$ cat src/cacp_pkg.sv
`timescale 1ns / 1ps

package cacp_pkg;

   // Default upper bound on the number of cores the block is built for.
   localparam int MAX_CORES_DEFAULT = 16;

   // Width of the online core mask and of the per-sample arithmetic.
   localparam int MASK_W   = 16;
   localparam int SAMPLE_W = 32;

   // Configuration port geometry.
   localparam int CSR_INDEX_W = 3;
   localparam int CSR_DATA_W  = 7;

   // Register reset values.
   localparam logic [4:0] MAX_CORES_RESET  = 5'd16;
   localparam logic [4:0] MIN_CORES_RESET  = 5'd1;
   localparam logic [4:0] POSSIBLE_RESET   = 5'd16;
   localparam logic [6:0] INC_MARGIN_RESET = 7'd95;
   localparam logic [6:0] DEC_MARGIN_RESET = 7'd10;

   // Percent scale used by the load computation.
   localparam logic [31:0] PERCENT = 32'd100;

   // Configuration register indexes.
   typedef enum logic [CSR_INDEX_W-1:0] {
      CSR_ENABLED        = 3'd0,
      CSR_MAX_CORES      = 3'd1,
      CSR_MIN_CORES      = 3'd2,
      CSR_POSSIBLE_CORES = 3'd3,
      CSR_INC_MARGIN     = 3'd4,
      CSR_DEC_MARGIN     = 3'd5
   } csr_index_type;

   // Result actions.
   typedef enum logic [1:0] {
      ACTION_NONE = 2'd0,
      ACTION_UP   = 2'd1,
      ACTION_DOWN = 2'd2
   } action_type;

   // One sampling tick.
   typedef struct packed {
      logic [63:0] idle_total_us;
      logic [63:0] wall_now_us;
      logic [15:0] online_mask;
      logic        sys_active;
   } req_item_type;

   // One decision.
   typedef struct packed {
      action_type  action;
      logic [3:0]  target_core;
   } rsp_item_type;

endpackage

$ cat src/cpu_count_autoscale_policy.sv
`timescale 1ns / 1ps

// A sampled item goes through the count check, two passes through the shared 32x32
// multiplier, a skip test, a third multiplier pass, a 32-step divider and a compare before
// its result is loaded; disabled, out-of-limit and skipped items go straight to loading.
// Throughput: one item at a time; req_stall stays high until the result is loaded, and
// loading waits while an earlier result is held by rsp_stall.
// Reset (synchronous, active high) restores register defaults and clears the previous samples.
module cpu_count_autoscale_policy #(
   parameter int MaxCores = cacp_pkg::MAX_CORES_DEFAULT
) (
   input  logic                              clock,
   input  logic                              reset,
   input  logic                              req_valid,
   output logic                              req_stall,
   input  cacp_pkg::req_item_type            req_item,
   output logic                              rsp_valid,
   input  logic                              rsp_stall,
   output cacp_pkg::rsp_item_type            rsp_item,
   input  logic                              csr_we,
   input  logic [cacp_pkg::CSR_INDEX_W-1:0]  csr_index,
   input  logic [cacp_pkg::CSR_DATA_W-1:0]   csr_wdata
);

   localparam int Window = (MaxCores < cacp_pkg::MASK_W) ? MaxCores : cacp_pkg::MASK_W;

   typedef enum logic [3:0] {
      ST_IDLE,
      ST_CHECK,
      ST_MUL_SPARE,
      ST_MUL_CAP,
      ST_TEST,
      ST_MUL_PCT,
      ST_DIVIDE,
      ST_COMPARE,
      ST_DONE
   } state_type;

   state_type state_ff, state_in;

   // Configuration registers.
   logic       enabled_ff, enabled_in;
   logic [4:0] max_cores_ff, max_cores_in;
   logic [4:0] min_cores_ff, min_cores_in;
   logic [4:0] possible_ff, possible_in;
   logic [6:0] inc_margin_ff, inc_margin_in;
   logic [6:0] dec_margin_ff, dec_margin_in;

   // Latched item.
   logic [31:0] idle_smp_ff, idle_smp_in;
   logic [31:0] wall_smp_ff, wall_smp_in;
   logic [15:0] mask_ff, mask_in;
   logic        running_ff, running_in;

   // Policy state.
   logic [31:0] last_idle_ff, last_idle_in;
   logic [31:0] last_wall_ff, last_wall_in;
   logic [1:0]  streak_ff, streak_in;

   // Datapath.
   logic [31:0]          w_ff, w_in;
   logic [31:0]          idle_ff, idle_in;
   logic [31:0]          prod_ff, prod_in;
   logic [31:0]          rem_ff, rem_in;
   logic [4:0]           count_ff, count_in;
   cacp_pkg::action_type kind_ff, kind_in;

   // Output register.
   logic                   rsp_valid_ff, rsp_valid_in;
   cacp_pkg::rsp_item_type rsp_item_ff, rsp_item_in;

   logic [15:0] win_mask;
   logic [4:0]  n_cnt;
   logic [4:0]  scan_lim;
   logic        down_found, up_found;
   logic [3:0]  down_idx, up_idx;
   logic [31:0] mul_a, mul_b, mul_p;
   logic [32:0] rem_sh, rem_sub;
   logic signed [11:0] base12;
   logic signed [31:0] base32, lo_thr, hi_thr, load_s;
   logic        req_take, out_free;
   cacp_pkg::rsp_item_type result;

   assign req_stall = (state_ff != ST_IDLE);
   assign req_take  = req_valid && !req_stall;
   assign out_free  = !rsp_valid_ff || !rsp_stall;
   assign rsp_valid = rsp_valid_ff;
   assign rsp_item  = rsp_item_ff;

   // Mask bits beyond the core window are ignored.
   always_comb begin
      for (int i = 0; i < cacp_pkg::MASK_W; i++) begin
         win_mask[i] = (i < Window);
      end
   end

   // Online core count.
   always_comb begin
      n_cnt = 5'd0;
      for (int i = 0; i < cacp_pkg::MASK_W; i++) begin
         n_cnt = n_cnt + {4'd0, mask_ff[i]};
      end
   end

   // Core choice: highest online core for take-down, lowest offline core above 0
   // for bring-up, both within the scan window.
   assign scan_lim = (possible_ff < 5'(Window)) ? possible_ff : 5'(Window);

   always_comb begin
      down_found = 1'b0;
      down_idx   = 4'd0;
      up_found   = 1'b0;
      up_idx     = 4'd0;
      for (int i = 0; i < cacp_pkg::MASK_W; i++) begin
         if ((5'(i) < scan_lim) && mask_ff[i]) begin
            down_found = 1'b1;
            down_idx   = 4'(i);
         end
      end
      for (int i = cacp_pkg::MASK_W - 1; i > 0; i--) begin
         if ((5'(i) < scan_lim) && !mask_ff[i]) begin
            up_found = 1'b1;
            up_idx   = 4'(i);
         end
      end
   end

   // Shared multiplier; only the low word is kept.
   always_comb begin
      case (state_ff)
         ST_MUL_SPARE: begin
            mul_a = w_ff;
            mul_b = {27'd0, possible_ff} - {27'd0, n_cnt};
         end
         ST_MUL_CAP: begin
            mul_a = w_ff;
            mul_b = {27'd0, possible_ff};
         end
         default: begin
            mul_a = prod_ff;
            mul_b = cacp_pkg::PERCENT;
         end
      endcase
   end

   assign mul_p = 32'(mul_a * mul_b);

   // One restoring division step: quotient bits shift into prod_ff.
   assign rem_sh  = {rem_ff, prod_ff[31]};
   assign rem_sub = rem_sh - {1'b0, w_ff};

   // Load bands around (n-1)*100.
   assign base12 = $signed(12'(n_cnt) * 12'd100 - 12'd100);
   assign base32 = {{20{base12[11]}}, base12};
   assign lo_thr = base32 - $signed({25'd0, dec_margin_ff});
   assign hi_thr = base32 + $signed({25'd0, inc_margin_ff});
   assign load_s = $signed(prod_ff);

   // Final decision from the pending request.
   always_comb begin
      result.action      = cacp_pkg::ACTION_NONE;
      result.target_core = 4'd0;
      case (kind_ff)
         cacp_pkg::ACTION_UP: begin
            if (n_cnt != max_cores_ff && up_found) begin
               result.action      = cacp_pkg::ACTION_UP;
               result.target_core = up_idx;
            end
         end
         cacp_pkg::ACTION_DOWN: begin
            if (n_cnt != min_cores_ff && down_found) begin
               result.action      = cacp_pkg::ACTION_DOWN;
               result.target_core = down_idx;
            end
         end
         default: begin
         end
      endcase
   end

   // Next-state logic.
   always_comb begin
      state_in      = state_ff;
      enabled_in    = enabled_ff;
      max_cores_in  = max_cores_ff;
      min_cores_in  = min_cores_ff;
      possible_in   = possible_ff;
      inc_margin_in = inc_margin_ff;
      dec_margin_in = dec_margin_ff;
      idle_smp_in   = idle_smp_ff;
      wall_smp_in   = wall_smp_ff;
      mask_in       = mask_ff;
      running_in    = running_ff;
      last_idle_in  = last_idle_ff;
      last_wall_in  = last_wall_ff;
      streak_in     = streak_ff;
      w_in          = w_ff;
      idle_in       = idle_ff;
      prod_in       = prod_ff;
      rem_in        = rem_ff;
      count_in      = count_ff;
      kind_in       = kind_ff;
      rsp_valid_in  = rsp_valid_ff && rsp_stall;
      rsp_item_in   = rsp_item_ff;

      // Register writes.
      if (csr_we) begin
         unique case (csr_index)
            cacp_pkg::CSR_ENABLED:        enabled_in    = csr_wdata[0];
            cacp_pkg::CSR_MAX_CORES:      max_cores_in  = csr_wdata[4:0];
            cacp_pkg::CSR_MIN_CORES:      min_cores_in  = csr_wdata[4:0];
            cacp_pkg::CSR_POSSIBLE_CORES: possible_in   = csr_wdata[4:0];
            cacp_pkg::CSR_INC_MARGIN:     inc_margin_in = csr_wdata;
            cacp_pkg::CSR_DEC_MARGIN:     dec_margin_in = csr_wdata;
            default: begin
            end
         endcase
      end

      unique case (state_ff)
         ST_IDLE: begin
            if (req_take) begin
               idle_smp_in = req_item.idle_total_us[31:0];
               wall_smp_in = req_item.wall_now_us[31:0];
               mask_in     = req_item.online_mask & win_mask;
               running_in  = req_item.sys_active;
               state_in    = ST_CHECK;
            end
         end
         ST_CHECK: begin
            if (!(enabled_ff && running_ff)) begin
               kind_in  = cacp_pkg::ACTION_NONE;
               state_in = ST_DONE;
            end else if (n_cnt > max_cores_ff) begin
               kind_in  = cacp_pkg::ACTION_DOWN;
               state_in = ST_DONE;
            end else if (n_cnt < min_cores_ff) begin
               kind_in  = cacp_pkg::ACTION_UP;
               state_in = ST_DONE;
            end else begin
               w_in         = wall_smp_ff - last_wall_ff;
               idle_in      = idle_smp_ff - last_idle_ff;
               last_wall_in = wall_smp_ff;
               last_idle_in = idle_smp_ff;
               state_in     = ST_MUL_SPARE;
            end
         end
         ST_MUL_SPARE: begin
            // Offline cores count as fully idle.
            prod_in  = mul_p;
            state_in = ST_MUL_CAP;
         end
         ST_MUL_CAP: begin
            idle_in  = idle_ff + prod_ff;
            prod_in  = mul_p;
            state_in = ST_TEST;
         end
         ST_TEST: begin
            // Skip the sample on zero wall time or idle above capacity.
            if (w_ff == 32'd0 || prod_ff < idle_ff) begin
               kind_in  = cacp_pkg::ACTION_NONE;
               state_in = ST_DONE;
            end else begin
               prod_in  = prod_ff - idle_ff;
               state_in = ST_MUL_PCT;
            end
         end
         ST_MUL_PCT: begin
            prod_in  = mul_p;
            rem_in   = 32'd0;
            count_in = 5'd0;
            state_in = ST_DIVIDE;
         end
         ST_DIVIDE: begin
            if (!rem_sub[32]) begin
               rem_in  = rem_sub[31:0];
               prod_in = {prod_ff[30:0], 1'b1};
            end else begin
               rem_in  = rem_sh[31:0];
               prod_in = {prod_ff[30:0], 1'b0};
            end
            count_in = count_ff + 5'd1;
            if (count_ff == 5'd31) begin
               state_in = ST_COMPARE;
            end
         end
         ST_COMPARE: begin
            kind_in  = cacp_pkg::ACTION_NONE;
            state_in = ST_DONE;
            if (load_s < lo_thr) begin
               // Low load must persist for four samples before a take-down.
               if (streak_ff != 2'd3) begin
                  streak_in = streak_ff + 2'd1;
               end else begin
                  streak_in = 2'd0;
                  kind_in   = cacp_pkg::ACTION_DOWN;
               end
            end else begin
               streak_in = 2'd0;
               if (load_s > hi_thr) begin
                  kind_in = cacp_pkg::ACTION_UP;
               end
            end
         end
         ST_DONE: begin
            if (out_free) begin
               rsp_valid_in = 1'b1;
               rsp_item_in  = result;
               state_in     = ST_IDLE;
            end
         end
         default: begin
            state_in = ST_IDLE;
         end
      endcase
   end

   // State, configuration and output registers.
   always_ff @(posedge clock) begin
      if (reset) begin
         state_ff      <= ST_IDLE;
         enabled_ff    <= 1'b0;
         max_cores_ff  <= cacp_pkg::MAX_CORES_RESET;
         min_cores_ff  <= cacp_pkg::MIN_CORES_RESET;
         possible_ff   <= cacp_pkg::POSSIBLE_RESET;
         inc_margin_ff <= cacp_pkg::INC_MARGIN_RESET;
         dec_margin_ff <= cacp_pkg::DEC_MARGIN_RESET;
         last_idle_ff  <= 32'd0;
         last_wall_ff  <= 32'd0;
         streak_ff     <= 2'd0;
         kind_ff       <= cacp_pkg::ACTION_NONE;
         count_ff      <= 5'd0;
         rsp_valid_ff  <= 1'b0;
      end else begin
         state_ff      <= state_in;
         enabled_ff    <= enabled_in;
         max_cores_ff  <= max_cores_in;
         min_cores_ff  <= min_cores_in;
         possible_ff   <= possible_in;
         inc_margin_ff <= inc_margin_in;
         dec_margin_ff <= dec_margin_in;
         last_idle_ff  <= last_idle_in;
         last_wall_ff  <= last_wall_in;
         streak_ff     <= streak_in;
         kind_ff       <= kind_in;
         count_ff      <= count_in;
         rsp_valid_ff  <= rsp_valid_in;
      end
      idle_smp_ff <= idle_smp_in;
      wall_smp_ff <= wall_smp_in;
      mask_ff     <= mask_in;
      running_ff  <= running_in;
      w_ff        <= w_in;
      idle_ff     <= idle_in;
      prod_ff     <= prod_in;
      rem_ff      <= rem_in;
      rsp_item_ff <= rsp_item_in;
   end

endmodule

$ cat config.mk
export PLATFORM = sky130hd
export DESIGN_NAME = cpu_count_autoscale_policy
export DESIGN_NICKNAME = d
export VERILOG_FILES = /design/src/cacp_pkg.sv /design/src/cpu_count_autoscale_policy.sv
export SDC_FILE = /design/constraint.sdc
export NUM_CORES = 2
export LEC_CHECK = 0
export ABC_CLOCK_PERIOD_IN_PS = 18300
export BUFFER_PORTS_ARGS = -buffer_cell sky130_fd_sc_hd__buf_2
export CAP_MARGIN = 20
export CORE_ASPECT_RATIO = 1.4
export CORE_MARGIN = 4
export CORE_UTILIZATION = 55
export DETAILED_ROUTE_END_ITERATION = 8
export GPL_ROUTABILITY_DRIVEN = 0
export HOLD_SLACK_MARGIN = 0.02
export PLACE_DENSITY_LB_ADDON = 0.08
export SLEW_MARGIN = 10
export SYNTH_ARGS = -nofsm -noshare
export SYNTH_HDL_FRONTEND = slang
export SYNTH_SLANG_ARGS = --single-unit
$ cat constraint.sdc
create_clock -name clock -period 18.3 [get_ports clock]
set_clock_uncertainty 0.2 [all_clocks]
set_input_delay 3.66 -clock clock [delete_from_list [all_inputs] [get_ports clock]]
set_output_delay 3.66 -clock clock [all_outputs]
set_load 0.01 [all_outputs]
==> key figures <==
Run status
  – Status: finished clean

Worst setup path
  – WP data arrival: roughly 14 ns
  – Crit-path max cell delay: between 0.7 and 0.8 ns
  – Worst reg-to-reg path cell count: 42
  – Critical-path cell with the highest stage delay: fa_1
  – Critical path launch point type: flip-flop
  – Worst Setup Path Type: reg -> reg
  – CP required: around 18 ns
  – Most used cell, CP: fa_1
  – CP max FO: 15
  – Reg2reg start: mask_ff[5]
  – Worst Setup End Kind: flip-flop
  – R2R Path End: load_s[30]
  – Reg2reg setup slack: 4.62 ns

Logic synthesis
  – Syn_nets: 4988
  – FFs w/ async S/R, synth: 0%
  – Netlist cell types: 95
  – Average cell area after synthesis: 8.92 µm²
  – Sequential element share of the synthesized area: about a quarter
  – EDFF count, synth: roughly 220
  – Post-synthesis simple-gate area fraction: 13.4%
  – Synthesized area: between 30000 and 40000 µm²
  – Complex-gate fraction of the synthesized area: between 15 and 20%
  – Mux cell area share after synthesis: under 10%
  – Top_reg_cell synth: edfxtp_1
  – Cell count after synthesis: just over 4000
  – Main combinational cell family by area after synthesis: adder cells
  – #FFs+latches synth: 323
  – Yosys warning total: 0
  – Post-synthesis adder-cell area fraction: 31.8%
  – Xor and xnor area share after synthesis: about 5.7%

Placed design
  – Detail Placement HPWL: between 80000 and 90000 µm
  – Post-Place Cells: between 4000 and 5000
  – Count of input and output buffers: 103

Timing
  – Fin crit share: roughly three quarters
  – Worst relative slew slack: ~28%
  – Slew Viols, Final: 0
  – Fin. Hold Viols: 0
  – Worst-Margin Slew: roughly 1.1 ns
  – Unrepaired setup endpoints after global routing: false
  – Min Clock Period, post-route: approximately 14 ns
  – Final setup TNS: 0 ns
  – Final setup fails: 0
  – Max Clk Rate: approximately 73 MHz

Global route
  – Total Routing Usage GR: between 20 and 30%
  – Largest net degree at the start of global routing: between 90 and 100
  – Overflow after GRT: 0
  – Global-route wire length before repair: approximately 160000 µm
  – Initial antenna violation count: 0
  – Number of global-route vias before repair: between 20000 and 30000

CTS
  – Cts hold-fix bufs: 0
  – Clock sinks: about 320
  – Postcts setup bufs: 0
  – Clock slew at reported path FFs: around 0.060 ns
  – Total CTS buffers: 37
  – H-tree Lvls: 2
  – Longest Clk Path Bufs: 3
  – TritonCTS clock tree: yes
  – Clock Latency Late Sink: approximately 0.57 ns
  – Post-cts sizing count: 0
  – Root Driver: clkbuf_16

Floorplan
  – Core box area: about 66000 µm²
  – Die H: 313 µm
  – Rows: between 100 and 150
  – Die area: 70700 µm²
  – Die width: 226 µm
  – IO Pins: 168
  – Initial core utilization: between 50 and 60%

Power
  – Pwr Density: 201 nW/µm²
  – Leakage: around 17 nW
  – Max IR drop VDD: between 0.0004 and 0.0005 V

Detailed routing
  – Wirelength per Cell: 20.5 µm
  – Avg Vias per Cell: between 5 and 6
  – Drt first pass iters: 5
  – Routed via count: a little under 30000
  – Drt total wl: ~100000 µm
  – DRC Markers: 0
  – Routed Antenna Nets: 0
  – DRT iter0 DRCs: 1528

Final layout
  – Layout cells sized above 1: under 10%
  – Most frequent cells in the layout: 661 x inv_1, 412 x nand2_1, 395 x ha_1, 334 x fa_1, 300 x a21oi_1
  – Nets: 5061
  – Non-Filler Instances: just over 5000
  – Antenna cells: 0
  – Synthesis-to-finish area growth: 7.58%
  – Most common cell after layout, fill and taps aside: inv_1

Hold path
  – Worst Hold Launch: last_wall_ff[20]
  – WHS Endpoint: last_wall_ff[20]
  – HP Class: reg -> reg
  – Number of cells on the worst hold path: 2

Run
  – Max-Cap Viols: 0
-- area by class of cell --
class,instances,area [µm²]
clock inverters,21,220
flip-flops and latches,323,8620
repair buffers,148,853
fillers,6050,26400
inverters,664,2490
multi-input cells,2998,25000
well taps,847,1060
clock buffers,47,1050
-- how the worst max path moves through the flow --
| stage | from | to | slack [ns] | cells past startpoint |
|---|---|---|---|---|
| finish | mask_ff[5] | load_s[30] | 4.62 | 42 |
| global route | mask_ff[5] | load_s[30] | 4.04 | 44 |
| CTS | mask_ff[5] | load_s[30] | 4.64 | 44 |
| detailed placement | mask_ff[5] | load_s[30] | 4.71 | 44 |
| global placement | mask_ff[5] | load_s[30] | 4.84 | 44 |
| floorplan | mask_ff[5] | load_s[30] | 6.20 | 44 |
-- state kept, by name, summed over array words and instances, names as in the netlist, 7 cells and up --
name and flops:
last_wall_ff 32, inc_margin_ff 7, load_s 32, wall_smp_ff 32
idle_ff 32, dec_margin_ff 7, last_idle_ff 32, rem_ff 32
idle_smp_ff 32, w_ff 32, mask_ff 16
-- Yosys cell counts (9+ instances only) --
| cell | instances | area, µm² |
|---|---|---|
| fa_1 | 334 | 6690 |
| dfxtp_1 | 108 | 2160 |
| nor2_1 | 298 | 1120 |
| a21boi_0 | 9 | 67.6 |
| o21ai_0 | 183 | 916 |
| and2_1 | 29 | 181 |
| edfxtp_1 | 215 | 6460 |
| xor2_1 | 64 | 561 |
| o21bai_1 | 25 | 188 |
| a22oi_1 | 27 | 203 |
| a31oi_1 | 27 | 169 |
| clkbuf_1 | 83 | 312 |
| o21a_1 | 41 | 308 |
| buf_1 | 15 | 56.3 |
| nand2b_1 | 46 | 288 |
| nand2_1 | 412 | 1550 |
| o31a_1 | 10 | 87.6 |
| or3_1 | 20 | 125 |
| o22ai_1 | 11 | 68.8 |
| nand4_1 | 21 | 131 |
| o221ai_1 | 9 | 78.8 |
| a211oi_1 | 27 | 203 |
| nor4_1 | 15 | 93.8 |
| nor2b_1 | 55 | 344 |
| a21oi_1 | 301 | 1510 |
| o211ai_1 | 17 | 128 |
| nor3_1 | 52 | 260 |
| o31ai_1 | 19 | 143 |
| a21o_1 | 78 | 586 |
| or2_2 | 13 | 81.3 |
| nand3_1 | 55 | 275 |
| ha_1 | 395 | 4940 |
| and3_1 | 27 | 169 |
| mux2i_1 | 59 | 591 |
| a211o_1 | 17 | 149 |
| buf_2 | 10 | 50.1 |
| xnor2_1 | 167 | 1460 |
| o2111ai_1 | 10 | 87.6 |
| inv_1 | 662 | 2480 |
-- critical path: cells and delay by family (launching register included) --
family | cells | cell delay (ns)
flip-flops | 1 | 0.44
XOR/XNOR | 1 | 0.16
AND/OR/NAND/NOR | 4 | 1.25
AO/OA/AOI/OAI | 11 | 2.24
adder cells (fa/ha/maj) | 16 | 7.94
buffers and inverters | 10 | 1.16
-- where the power goes --
group          internal, mW  total [mW]  switching, mW
logic                  2.64        6.33           3.69
registers             0.812       0.831         0.0193
clock network         0.441       0.766          0.325
-- metal layers --
metal | part of all wire (%) | global-route usage (%)
met3 | 5.4 | 3.79
met4 | 7.0 | 16.4
met5 | 0 | 0
met2 | 49 | 49.9
met1 | 39 | 35.0
-- per-stage QoR --
| step | utilization (%) | setup slack, ns | instance area, µm² | power (mW) | hold WS, ns |
|---|---|---|---|---|---|
| global route | 59.9 | 4.04 | 39300 | 8.81 | 0.272 |
| finish | 59.9 | 4.62 | 39300 | 7.92 | 0.252 |
| floorplan | - | 6.20 | 36600 | 5.73 | 0.236 |
| detailed placement | 57.9 | 4.71 | 38100 | 7.11 | 0.246 |
| CTS | 59.9 | 4.64 | 39300 | 7.92 | 0.255 |
| global placement | 57.9 | 4.84 | 38100 | 6.98 | 0.241 |
-- cells by family (layout without fill, tap and decap cells) --
| family | Yosys count | after routing |
|---|---|---|
| multiplexers | 60 | 60 |
| AND/OR/NAND/NOR | 1080 | 1080 |
| buffers and inverters | 778 | 880 |
| adder cells (fa/ha/maj) | 730 | 730 |
| AO/OA/AOI/OAI | 894 | 894 |
| flip-flops | 323 | 323 |
| XOR/XNOR | 234 | 234 |
Note: power is estimated with default switching activity, not from simulation.
